===== config.mk =====
export PLATFORM = sky130hd
export DESIGN_NAME = acc_ctrl
export DESIGN_NICKNAME = d
export VERILOG_FILES = /design/src/acc_pkg.sv /design/src/acc_ctrl.sv
export SDC_FILE = /design/constraint.sdc
export NUM_CORES = 1
export LEC_CHECK = 0
export ABC_AREA = 1
export ABC_CLOCK_PERIOD_IN_PS = 1080
export BUFFER_PORTS_ARGS = -buffer_cell sky130_fd_sc_hd__buf_4
export CAP_MARGIN = 20
export CORE_AREA = 4 4 41 43
export CTS_BUF_LIST = sky130_fd_sc_hd__clkbuf_4
export CTS_CLUSTER_DIAMETER = 80
export DETAILED_ROUTE_END_ITERATION = 7
export DIE_AREA = 0 0 45 47
export PLACE_DENSITY = 0.74
export SYNTH_ARGS = -nofsm -noshare
export SYNTH_HDL_FRONTEND = slang
export SYNTH_SLANG_ARGS = --single-unit
export TNS_END_PERCENT = 30

===== constraint.sdc =====
create_clock -name clk -period 1.08 [get_ports clk]
set_input_delay 0.108 -clock clk [delete_from_list [all_inputs] [get_ports clk]]
set_output_delay 0.108 -clock clk [all_outputs]
set_load 0.01 [all_outputs]

===== src/acc_pkg.sv =====
// ----------------------------------------------------------------------------
// acc_pkg
// aes-128 tables, round functions, padding helpers and shared types
// ----------------------------------------------------------------------------
package acc_pkg;

  localparam int AES_ROUNDS = 10;
  localparam int RND_W = 4;
  localparam int ADDR_W = 6;

  // register indexes
  localparam logic [2:0] REG_KEY_HIGH = 3'd0;
  localparam logic [2:0] REG_KEY_LOW  = 3'd1;
  localparam logic [2:0] REG_IV_HIGH  = 3'd2;
  localparam logic [2:0] REG_IV_LOW   = 3'd3;
  localparam logic [2:0] REG_MODE     = 3'd4;

  // command bundle from controller to datapath
  typedef struct packed {
    logic             key_init;
    logic             kexp_step;
    logic             load;
    logic             load_pad;
    logic             step;
    logic             emit;
    logic             hold_last;
    logic [RND_W-1:0] rnd;
  } acc_cmd_t;

  // status bundle from datapath to controller
  typedef struct packed {
    logic full_pad;
  } acc_sts_t;

  typedef struct packed {
    logic [4:0] keep;
    logic       err;
  } acc_pad_t;

  localparam logic [7:0] SBOX [256] = '{
    8'h63,8'h7c,8'h77,8'h7b,8'hf2,8'h6b,8'h6f,8'hc5,8'h30,8'h01,8'h67,8'h2b,8'hfe,8'hd7,8'hab,8'h76,
    8'hca,8'h82,8'hc9,8'h7d,8'hfa,8'h59,8'h47,8'hf0,8'had,8'hd4,8'ha2,8'haf,8'h9c,8'ha4,8'h72,8'hc0,
    8'hb7,8'hfd,8'h93,8'h26,8'h36,8'h3f,8'hf7,8'hcc,8'h34,8'ha5,8'he5,8'hf1,8'h71,8'hd8,8'h31,8'h15,
    8'h04,8'hc7,8'h23,8'hc3,8'h18,8'h96,8'h05,8'h9a,8'h07,8'h12,8'h80,8'he2,8'heb,8'h27,8'hb2,8'h75,
    8'h09,8'h83,8'h2c,8'h1a,8'h1b,8'h6e,8'h5a,8'ha0,8'h52,8'h3b,8'hd6,8'hb3,8'h29,8'he3,8'h2f,8'h84,
    8'h53,8'hd1,8'h00,8'hed,8'h20,8'hfc,8'hb1,8'h5b,8'h6a,8'hcb,8'hbe,8'h39,8'h4a,8'h4c,8'h58,8'hcf,
    8'hd0,8'hef,8'haa,8'hfb,8'h43,8'h4d,8'h33,8'h85,8'h45,8'hf9,8'h02,8'h7f,8'h50,8'h3c,8'h9f,8'ha8,
    8'h51,8'ha3,8'h40,8'h8f,8'h92,8'h9d,8'h38,8'hf5,8'hbc,8'hb6,8'hda,8'h21,8'h10,8'hff,8'hf3,8'hd2,
    8'hcd,8'h0c,8'h13,8'hec,8'h5f,8'h97,8'h44,8'h17,8'hc4,8'ha7,8'h7e,8'h3d,8'h64,8'h5d,8'h19,8'h73,
    8'h60,8'h81,8'h4f,8'hdc,8'h22,8'h2a,8'h90,8'h88,8'h46,8'hee,8'hb8,8'h14,8'hde,8'h5e,8'h0b,8'hdb,
    8'he0,8'h32,8'h3a,8'h0a,8'h49,8'h06,8'h24,8'h5c,8'hc2,8'hd3,8'hac,8'h62,8'h91,8'h95,8'he4,8'h79,
    8'he7,8'hc8,8'h37,8'h6d,8'h8d,8'hd5,8'h4e,8'ha9,8'h6c,8'h56,8'hf4,8'hea,8'h65,8'h7a,8'hae,8'h08,
    8'hba,8'h78,8'h25,8'h2e,8'h1c,8'ha6,8'hb4,8'hc6,8'he8,8'hdd,8'h74,8'h1f,8'h4b,8'hbd,8'h8b,8'h8a,
    8'h70,8'h3e,8'hb5,8'h66,8'h48,8'h03,8'hf6,8'h0e,8'h61,8'h35,8'h57,8'hb9,8'h86,8'hc1,8'h1d,8'h9e,
    8'he1,8'hf8,8'h98,8'h11,8'h69,8'hd9,8'h8e,8'h94,8'h9b,8'h1e,8'h87,8'he9,8'hce,8'h55,8'h28,8'hdf,
    8'h8c,8'ha1,8'h89,8'h0d,8'hbf,8'he6,8'h42,8'h68,8'h41,8'h99,8'h2d,8'h0f,8'hb0,8'h54,8'hbb,8'h16
  };

  localparam logic [7:0] INV_SBOX [256] = '{
    8'h52,8'h09,8'h6a,8'hd5,8'h30,8'h36,8'ha5,8'h38,8'hbf,8'h40,8'ha3,8'h9e,8'h81,8'hf3,8'hd7,8'hfb,
    8'h7c,8'he3,8'h39,8'h82,8'h9b,8'h2f,8'hff,8'h87,8'h34,8'h8e,8'h43,8'h44,8'hc4,8'hde,8'he9,8'hcb,
    8'h54,8'h7b,8'h94,8'h32,8'ha6,8'hc2,8'h23,8'h3d,8'hee,8'h4c,8'h95,8'h0b,8'h42,8'hfa,8'hc3,8'h4e,
    8'h08,8'h2e,8'ha1,8'h66,8'h28,8'hd9,8'h24,8'hb2,8'h76,8'h5b,8'ha2,8'h49,8'h6d,8'h8b,8'hd1,8'h25,
    8'h72,8'hf8,8'hf6,8'h64,8'h86,8'h68,8'h98,8'h16,8'hd4,8'ha4,8'h5c,8'hcc,8'h5d,8'h65,8'hb6,8'h92,
    8'h6c,8'h70,8'h48,8'h50,8'hfd,8'hed,8'hb9,8'hda,8'h5e,8'h15,8'h46,8'h57,8'ha7,8'h8d,8'h9d,8'h84,
    8'h90,8'hd8,8'hab,8'h00,8'h8c,8'hbc,8'hd3,8'h0a,8'hf7,8'he4,8'h58,8'h05,8'hb8,8'hb3,8'h45,8'h06,
    8'hd0,8'h2c,8'h1e,8'h8f,8'hca,8'h3f,8'h0f,8'h02,8'hc1,8'haf,8'hbd,8'h03,8'h01,8'h13,8'h8a,8'h6b,
    8'h3a,8'h91,8'h11,8'h41,8'h4f,8'h67,8'hdc,8'hea,8'h97,8'hf2,8'hcf,8'hce,8'hf0,8'hb4,8'he6,8'h73,
    8'h96,8'hac,8'h74,8'h22,8'he7,8'had,8'h35,8'h85,8'he2,8'hf9,8'h37,8'he8,8'h1c,8'h75,8'hdf,8'h6e,
    8'h47,8'hf1,8'h1a,8'h71,8'h1d,8'h29,8'hc5,8'h89,8'h6f,8'hb7,8'h62,8'h0e,8'haa,8'h18,8'hbe,8'h1b,
    8'hfc,8'h56,8'h3e,8'h4b,8'hc6,8'hd2,8'h79,8'h20,8'h9a,8'hdb,8'hc0,8'hfe,8'h78,8'hcd,8'h5a,8'hf4,
    8'h1f,8'hdd,8'ha8,8'h33,8'h88,8'h07,8'hc7,8'h31,8'hb1,8'h12,8'h10,8'h59,8'h27,8'h80,8'hec,8'h5f,
    8'h60,8'h51,8'h7f,8'ha9,8'h19,8'hb5,8'h4a,8'h0d,8'h2d,8'he5,8'h7a,8'h9f,8'h93,8'hc9,8'h9c,8'hef,
    8'ha0,8'he0,8'h3b,8'h4d,8'hae,8'h2a,8'hf5,8'hb0,8'hc8,8'heb,8'hbb,8'h3c,8'h83,8'h53,8'h99,8'h61,
    8'h17,8'h2b,8'h04,8'h7e,8'hba,8'h77,8'hd6,8'h26,8'he1,8'h69,8'h14,8'h63,8'h55,8'h21,8'h0c,8'h7d
  };

  // round constant for key schedule step i
  function automatic logic [7:0] rcon(input logic [RND_W-1:0] i);
    logic [7:0] r;
    case (i)
      4'd1:    r = 8'h01;
      4'd2:    r = 8'h02;
      4'd3:    r = 8'h04;
      4'd4:    r = 8'h08;
      4'd5:    r = 8'h10;
      4'd6:    r = 8'h20;
      4'd7:    r = 8'h40;
      4'd8:    r = 8'h80;
      4'd9:    r = 8'h1b;
      4'd10:   r = 8'h36;
      default: r = 8'h00;
    endcase
    return r;
  endfunction

  function automatic logic [7:0] xt(input logic [7:0] b);
    return {b[6:0], 1'b0} ^ (b[7] ? 8'h1b : 8'h00);
  endfunction

  function automatic logic [31:0] sub_word(input logic [31:0] w);
    return {SBOX[w[31:24]], SBOX[w[23:16]], SBOX[w[15:8]], SBOX[w[7:0]]};
  endfunction

  // forward key schedule step
  function automatic logic [127:0] key_fwd(input logic [127:0] k, input logic [7:0] rc);
    logic [31:0] t, n0, n1, n2, n3;
    t  = sub_word({k[23:0], k[31:24]}) ^ {rc, 24'h0};
    n0 = k[127:96] ^ t;
    n1 = k[95:64] ^ n0;
    n2 = k[63:32] ^ n1;
    n3 = k[31:0] ^ n2;
    return {n0, n1, n2, n3};
  endfunction

  // backward key schedule step
  function automatic logic [127:0] key_inv(input logic [127:0] n, input logic [7:0] rc);
    logic [31:0] k0, k1, k2, k3;
    k3 = n[31:0] ^ n[63:32];
    k2 = n[63:32] ^ n[95:64];
    k1 = n[95:64] ^ n[127:96];
    k0 = n[127:96] ^ sub_word({k3[23:0], k3[31:24]}) ^ {rc, 24'h0};
    return {k0, k1, k2, k3};
  endfunction

  // sub bytes then shift rows
  function automatic logic [127:0] sub_shift(input logic [127:0] s);
    logic [127:0] t;
    t = '0;
    for (int c = 0; c < 4; c++) begin
      for (int r = 0; r < 4; r++) begin
        t[127-8*(r+4*c) -: 8] = SBOX[s[127-8*(r+4*((c+r)%4)) -: 8]];
      end
    end
    return t;
  endfunction

  // inverse shift rows then inverse sub bytes
  function automatic logic [127:0] inv_shift_sub(input logic [127:0] s);
    logic [127:0] t;
    t = '0;
    for (int c = 0; c < 4; c++) begin
      for (int r = 0; r < 4; r++) begin
        t[127-8*(r+4*((c+r)%4)) -: 8] = INV_SBOX[s[127-8*(r+4*c) -: 8]];
      end
    end
    return t;
  endfunction

  function automatic logic [127:0] mix(input logic [127:0] s);
    logic [127:0] t;
    logic [7:0]   a0, a1, a2, a3;
    t = '0;
    for (int c = 0; c < 4; c++) begin
      a0 = s[127-32*c -: 8];
      a1 = s[119-32*c -: 8];
      a2 = s[111-32*c -: 8];
      a3 = s[103-32*c -: 8];
      t[127-32*c -: 8] = xt(a0) ^ xt(a1) ^ a1 ^ a2 ^ a3;
      t[119-32*c -: 8] = a0 ^ xt(a1) ^ xt(a2) ^ a2 ^ a3;
      t[111-32*c -: 8] = a0 ^ a1 ^ xt(a2) ^ xt(a3) ^ a3;
      t[103-32*c -: 8] = xt(a0) ^ a0 ^ a1 ^ a2 ^ xt(a3);
    end
    return t;
  endfunction

  // inverse mix: multiply by 14, 11, 13, 9 from doubling chains
  function automatic logic [127:0] inv_mix(input logic [127:0] s);
    logic [127:0] t;
    logic [7:0]   a [4];
    logic [7:0]   m2 [4];
    logic [7:0]   m4 [4];
    logic [7:0]   m8 [4];
    logic [7:0]   m9 [4];
    logic [7:0]   m11 [4];
    logic [7:0]   m13 [4];
    logic [7:0]   m14 [4];
    t = '0;
    for (int c = 0; c < 4; c++) begin
      for (int j = 0; j < 4; j++) begin
        a[j]   = s[127-32*c-8*j -: 8];
        m2[j]  = xt(a[j]);
        m4[j]  = xt(m2[j]);
        m8[j]  = xt(m4[j]);
        m9[j]  = m8[j] ^ a[j];
        m11[j] = m9[j] ^ m2[j];
        m13[j] = m9[j] ^ m4[j];
        m14[j] = m8[j] ^ m4[j] ^ m2[j];
      end
      t[127-32*c -: 8] = m14[0] ^ m11[1] ^ m13[2] ^ m9[3];
      t[119-32*c -: 8] = m9[0] ^ m14[1] ^ m11[2] ^ m13[3];
      t[111-32*c -: 8] = m13[0] ^ m9[1] ^ m14[2] ^ m11[3];
      t[103-32*c -: 8] = m11[0] ^ m13[1] ^ m9[2] ^ m14[3];
    end
    return t;
  endfunction

  // pkcs7 fill from byte v onward, v already limited to 16
  function automatic logic [127:0] pad_fill(input logic [127:0] b, input logic [4:0] v);
    logic [127:0] t;
    logic [7:0]   pv;
    pv = 8'd16 - {3'b000, v};
    t  = b;
    for (int i = 0; i < 16; i++) begin
      if (5'(i) >= v) t[127-8*i -: 8] = pv;
    end
    return t;
  endfunction

  // pkcs7 check on a decrypted final block
  function automatic acc_pad_t pad_check(input logic [127:0] b);
    acc_pad_t   res;
    logic [7:0] p;
    logic       ok;
    p  = b[7:0];
    ok = (p >= 8'd1) && (p <= 8'd16);
    for (int i = 0; i < 16; i++) begin
      if ((8'(i) >= 8'd16 - p) && (b[127-8*i -: 8] != p)) ok = 1'b0;
    end
    res.err  = !ok;
    res.keep = ok ? 5'(8'd16 - p) : 5'd0;
    return res;
  endfunction

endpackage


===== src/acc_ctrl.sv =====
// ----------------------------------------------------------------------------
// acc_ctrl
// sequencer for key expansion, block rounds and result handoff
// ----------------------------------------------------------------------------
module acc_ctrl
  import acc_pkg::*;
(
  input  logic     clk,
  input  logic     rst_n,
  input  logic     key_wr,
  input  logic     in_tvalid,
  output logic     in_tready,
  output logic     out_tvalid,
  input  logic     out_tready,
  input  acc_sts_t sts,
  output acc_cmd_t cmd
);

  localparam logic [2:0] S_KINIT = 3'd0;
  localparam logic [2:0] S_KEXP  = 3'd1;
  localparam logic [2:0] S_IDLE  = 3'd2;
  localparam logic [2:0] S_RUN   = 3'd3;
  localparam logic [2:0] S_DONE  = 3'd4;

  localparam logic [RND_W-1:0] LAST_RND = RND_W'(AES_ROUNDS);

  logic [2:0]       state_r, state_nxt;
  logic [RND_W-1:0] rnd_r, rnd_nxt;
  logic             pend_r, pend_nxt;
  logic             ovalid_r, ovalid_nxt;

  // next state and commands
  always_comb begin
    state_nxt = state_r;
    rnd_nxt   = rnd_r;
    pend_nxt  = pend_r;
    cmd       = '0;
    cmd.rnd   = rnd_r;
    in_tready = 1'b0;
    unique case (state_r)
      S_KINIT: begin
        cmd.key_init = 1'b1;
        rnd_nxt      = RND_W'(1);
        state_nxt    = S_KEXP;
      end
      S_KEXP: begin
        cmd.kexp_step = 1'b1;
        rnd_nxt       = rnd_r + RND_W'(1);
        if (rnd_r == LAST_RND) state_nxt = S_IDLE;
      end
      S_IDLE: begin
        in_tready = 1'b1;
        if (in_tvalid) begin
          cmd.load  = 1'b1;
          pend_nxt  = sts.full_pad;
          rnd_nxt   = RND_W'(1);
          state_nxt = S_RUN;
        end
      end
      S_RUN: begin
        cmd.step = 1'b1;
        rnd_nxt  = rnd_r + RND_W'(1);
        if (rnd_r == LAST_RND) state_nxt = S_DONE;
      end
      S_DONE: begin
        if (!ovalid_r || out_tready) begin
          cmd.emit      = 1'b1;
          cmd.hold_last = pend_r;
          if (pend_r) begin
            cmd.load_pad = 1'b1;
            pend_nxt     = 1'b0;
            rnd_nxt      = RND_W'(1);
            state_nxt    = S_RUN;
          end else begin
            state_nxt = S_IDLE;
          end
        end
      end
      default: state_nxt = S_KINIT;
    endcase
    // a key write restarts the schedule
    if (key_wr) state_nxt = S_KINIT;
  end

  // output valid flag
  always_comb begin
    ovalid_nxt = ovalid_r;
    if (cmd.emit) ovalid_nxt = 1'b1;
    else if (out_tready) ovalid_nxt = 1'b0;
  end

  always_ff @(posedge clk) begin
    if (!rst_n) begin
      state_r  <= S_KINIT;
      rnd_r    <= '0;
      pend_r   <= 1'b0;
      ovalid_r <= 1'b0;
    end else begin
      state_r  <= state_nxt;
      rnd_r    <= rnd_nxt;
      pend_r   <= pend_nxt;
      ovalid_r <= ovalid_nxt;
    end
  end

  assign out_tvalid = ovalid_r;

endmodule


==> run summary, run 1 <==
outcome: finished, violations left
failing checks: setup timing
leak pwr: 0.000454 uW
Setup Skew: 9.18 ps
Die ar.: 2120 um^2
Final Hold Viols: 0
post-synthesis instance total: 89
Max rail drop VDD: 650 uV
CTS buffer count: 3
clock buffer depth: 2
Synth Area per Inst: 6.52 um^2
num rows: 13
fin. max-slew vios: 0
worst slew pin tran: 217 ps
Initial Util: 0.446
maxcap violations: 0
Core Area: 1300 um^2
Ports: 19
detailed placer's ending HPWL: 1050 um
CP Data Arrival Time: 1150 ps
WL/cell: 12.0 um
Clock Sinks: 9
share of cells above drive strength 1: 0.517
first-pass GRT wire length: 2370 um
routed vias: 675
placed cell area: 782 um^2
area delta synth->final: 59.9%
register area share after synthesis: 0.310
final WL: 1610 um
met1 Use GR: 0.190
area of the multi-input gates: 400 um^2
fmax: 0.793 GHz
Mapped Area: 581 um^2
vias per cell: 5.00
crit-path max FO: 4
Starting DRT DRC Count: 8
CTS tree: done
antenna diode count: 0
clock latency on the worst-skew pair: 270 ps
critical path class: flop to output pin
cells on worst reg2reg path: 5
unrepaired setup endpoints after global routing: yes
syn_nets: 97
setup ws final: -181 ps
Setup Viol. Count Final: 16
Die Ht: 47 um
H-tree levels: 1
Worst Hold Class: primary input to flop
min Tclk post-route: 1260 ps
final global-route overflow total: 0
clk root buf: clkbuf_4
Yosys cell types: 19
GRT Max-Usage Layer: met2
GPL Wtd Cong: 0.802
power per standard cell area: 1020 nW/um^2
Fill cells: 106
largest net degree at the start of global routing: 10
WP data required: 970 ps
final net count: 129
antenna viol nets, final: 0
residual DRC count: 0
Hold Path Depth: 3
initial antenna violation count: 0
GRT Total Usage: 0.154
met2 global-route usage: 0.229
startpoint types: flop
vias in the first global route: 561
Worst-path clk slew: 60 ps
final core utilization: 0.713
fin crit share: 1.17
GR Layer Usage met3: 0.0460
design area: 928 um^2
Yosys Warn Count: 0
CP endpoint kind: output pin
First-pass DRT Iterations: 4
Setup WS pre-CTS: -41.4 ps
Synth Register Bits: 9
flip-flop and latch area: 190 um^2
width of the die: 45 um
Slew Limit Headroom: 0.855
I/O Buffers: 18
[registers in the layout, indices dropped and copies added, names as in the netlist]
| name | cells |
|---|---|
| pend_r | 1 |
| out_tvalid | 1 |
| rnd_r | 4 |
| state_r | 3 |
[Yosys cell counts (all sizes together)]
| cell | count | share of area |
|---|---|---|
| ha | 2 | 0.043 |
| a21oi | 3 | 0.032 |
| dfxtp | 9 | 0.31 |
| nor3 | 2 | 0.017 |
| inv | 14 | 0.091 |
| nor2 | 21 | 0.16 |
| a21boi | 1 | 0.013 |
| buf | 3 | 0.045 |
| nand2 | 19 | 0.12 |
| o21ai | 3 | 0.026 |
| nand3 | 10 | 0.12 |
| or2 | 2 | 0.022 |
[per-layer routing]
metal  up-vias  routed length (um)
met4         0                  60
met5         -                   0
met2        32                 790
li1        336                   -
met3         8                 143
met1       299                 620
[worst paths after layout]
path,slack [ps],from,endpoint
setup / recovery,-180,state_r[0]$_SDFFE_PP0P_,cmd[8]
hold / removal,100,rst_n,pend_r$_SDFFE_PN0P_
setup reg to reg,-140,state_r[2]$_SDFFE_PP0P_,rnd_r[1]$_SDFFE_PN0P_
hold reg to reg,520,rnd_r[0]$_SDFFE_PN0P_,rnd_r[0]$_SDFFE_PN0P_
[layout make-up]
type,count,share of cell area
Clock buffer,4,0.0323
Sequential cell,9,0.205
Inverter,14,0.0566
Tap cell,15,0.0202
Timing Repair Buffer,30,0.255
Multi-Input combinational cell,63,0.431
[layout by cell type, fill, tap and decap left out]
cell type,Yosys,layout
nand3_4,0,3
dfxtp_1,9,5
nor3_1,2,1
nand2_2,0,5
clkbuf_4,0,4
inv_1,12,10
nand2_1,19,13
a21oi_2,1,1
nor2_2,2,3
a21boi_0,1,1
dfxtp_4,0,2
nor2_4,1,4
nor2_1,18,14
o21ai_0,3,3
or2_2,1,1
inv_2,2,4
nand2_4,0,1
dfxtp_2,0,2
ha_1,2,2
nand3_2,4,1
nand3_1,6,6
buf_4,2,27
a21oi_1,2,2
or2_1,1,1
nor3_4,0,1
buf_6,1,3
[kinds of logic after synthesis]
| logic type | synth area share |
|---|---|
| flip-flops | 0.310 |
| buffers and inverters | 0.136 |
| AO/OA/AOI/OAI | 0.0711 |
| adder cells (fa/ha/maj) | 0.0431 |
| AND/OR/NAND/NOR | 0.440 |
[stage by stage]
step           cells  setup TNS [ps]  total power (uW)  hold slack (ps)
5_1_grt          135           -2750               993             97.2
6_report         135           -1880               947             97.4
2_1_floorplan     89           -58.6               502              228
3_5_place_dp     126            -251               596              368
4_1_cts          134           -1930               914             97.9
3_3_place_gp     126           -4.98               590              359
[worst max-delay path: stages, from the launching register on]
cell     delay [ps]
dfxtp_4         370
buf_6           120
nor2_4           90
nand2_2          80
nor2_2          100
buf_4           120
[power by group]
part | internal, uW | leakage [uW] | switching, uW
Sequential | 350 | 0.0000754 | 25.9
Clock | 168 | 0.0000184 | 124
Combinational | 134 | 0.000361 | 145
Total | 652 | 0.000454 | 295
[what timing repair did]
action                     4_1_cts  5_1_grt
resized for setup                9       18
hold buffers                     0        0
buffers inserted                 4        3
setup endpoints to repair       16       16
pin swaps                        5       11
(Power assumes the default switching activity.)
==> run 2, diff against run 1 <==
==> constraint.sdc (replaced) <==
create_clock -name clk -period 1.08 [get_ports clk]
set_input_delay 0.108 -clock clk [delete_from_list [all_inputs] [get_ports clk]]
set_output_delay 0.108 -clock clk [all_outputs]
set_load 0.1 [all_outputs]
==> run 2 against run 1 <==
  * The flow still finishes with violations (setup timing)
  * Worst setup slack lost 100 ps
  * Final cell count grew 3.7%
  * Count of clock-buffer cells in the layout is the same
  * Non-clock buffer count grew 5
  * Combinational power grew 73%
  * Power grew 20%
  * Hold slack gained 9.0 ps
  * Utilization grew 11 points
  * Critical endpoint is now cmd[7]
==> run summary, run 2 (synthesis results as in run 1) <==
H-tree levels: 1
GR Layer Usage met3: 0.0230
Setup Skew: 1.18 ps
routed vias: 688
detailed placer's ending HPWL: 1150 um
design area: 1070 um^2
width of the die: 45 um
Clock Sinks: 9
Initial Util: 0.446
Worst-path clk slew: 60 ps
cells on worst reg2reg path: 8
Die ar.: 2120 um^2
most frequent cells in the layout: buf_4, nand2_1, nor2_1
Seq pwr share: 0.325
power per standard cell area: 1070 nW/um^2
Finished Layout Cells: 140
CTS tree: done
crit-path max FO: 5
residual DRC count: 0
leak pwr: 0.000503 uW
Critical Path End: cmd[7]
final WL: 1620 um
met2 global-route usage: 0.249
dpl cells: 130
vias in the first global route: 591
R2R setup slack: -170 ps
crit path from: state_r[0]$_SDFFE_PP0P_
CP Data Arrival Time: 1260 ps
vias per cell: 4.91
commonest non-fill, non-tap cell in the layout: buf_4
first-pass GRT wire length: 2290 um
FF-to-FF Start: state_r[0]$_SDFFE_PP0P_
Largest register FFs: 4
CTS buffer count: 3
Setup Viol. Count Final: 17
placed cell area: 841 um^2
GRT Total Usage: 0.149
Worst Hold Class: primary input to flop
Setup WS pre-CTS: -83.6 ps
combinational share of power: 0.425
fin. max-slew vios: 0
GRT Max-Usage Layer: met2
Internal Dissipation: 693 uW
setup ws final: -284 ps
startpoint types: flop
Fill cells: 83
WP data required: 970 ps
Slew Limit Headroom: 0.823
I/O Buffers: 18
clk root buf: clkbuf_4
Biggest register: rnd_r
Psw: 446 uW
Max rail drop VDD: 644 uV
Die Ht: 47 um
hold_buf cts: 0
fmax: 0.733 GHz
clock latency on the worst-skew pair: 260 ps
initial antenna violation count: 0
largest net degree at the start of global routing: 7
unrepaired setup endpoints after global routing: yes
GPL Wtd Cong: 0.777
area delta synth->final: 84.1%
Starting DRT DRC Count: 14
clock buffer depth: 2
outcome: finished, violations left
Ports: 19
maxcap violations: 0
Tot Pwr: 1140 uW
worst slew pin tran: 264 ps
Core Area: 1300 um^2
share of cells above drive strength 1: 0.568
clock power share: 0.250
final core utilization: 0.821
Final Hold Viols: 0
Sw Ratio: 0.391
Worst R2R End: state_r[2]$_SDFFE_PP0P_
largest registers: rnd_r (4), state_r (3)
CP endpoint kind: output pin
met1 Use GR: 0.182
min Tclk post-route: 1360 ps
final global-route overflow total: 0
fin crit share: 1.26
num rows: 13
critical path class: flop to output pin
antenna viol nets, final: 0
failing checks: setup timing
First-pass DRT Iterations: 4
antenna diode count: 0
WL/cell: 11.6 um
final net count: 134
==> run 2: cell types whose count changed in the layout (fill, tap and decap cells not counted), moves of 3 or more <==
cell and change:
nand3_4 -3, nand2_1 +3, dfxtp_1 -4, nand3_2 +3
nand2_2 -3, buf_12 +8, dfxtp_4 +3
==> run 2: power groups by stage <==
stage / combinational, uW / clock (uW) / sequential, uW
final: 484 / 285 / 370
after global routing: 512 / 311 / 373
after CTS: 428 / 285 / 367
after detailed placement: 389 / 0 / 375
after global placement: 385 / 0 / 375
after floorplan: 238 / 0 / 429
==> run 2: per-layer routing <==
metal	wire (um)	share of wire
met5	0	0
met4	25	0.015
met3	76	0.047
met2	839	0.52
met1	682	0.42
==> run 2: cell type report <==
class / count / area [um^2] / area share
well taps: 15 / 18.8 / 0.0176
multi-input cells: 63 / 392 / 0.367
repair buffers: 35 / 370 / 0.347
inverters: 14 / 55.1 / 0.0515
flip-flops and latches: 9 / 203 / 0.190
clock buffers: 4 / 30.0 / 0.0281
==> run 2: metrics by stage <==
stage,hold WS (ps),TNS (ps)
5_1_grt,97.4,-4080
3_5_place_dp,373,-919
2_1_floorplan,221,-4560
4_1_cts,102,-2160
3_3_place_gp,356,-611
6_report,106,-3060
==> run 2: worst max-delay path: stages, from the launching register on <==
cell     delay [ps]
dfxtp_4         370
nor2_4          110
nand2_4          80
nor3_4          220
buf_12          210
==> run 2: what timing repair did <==
action	in CTS	in global routing
pin swaps	0	4
setup buffers	0	6
setup endpoints to repair	16	18
resized for setup	25	16
==> run 2: worst min-delay path by stage <==
stage / slack (ps) / end / cells past startpoint / startpoint
after global placement: 360 / rnd_r[3]$_SDFFE_PN0P_ / 3 / rst_n
after detailed placement: 370 / rnd_r[3]$_SDFFE_PN0P_ / 3 / rst_n
final: 110 / state_r[1]$_SDFFE_PP0P_ / 4 / key_wr
after CTS: 100 / rnd_r[3]$_SDFFE_PN0P_ / 3 / rst_n
after floorplan: 220 / rnd_r[3]$_SDFFE_PN0P_ / 2 / rst_n
after global routing: 100 / rnd_r[3]$_SDFFE_PN0P_ / 3 / rst_n
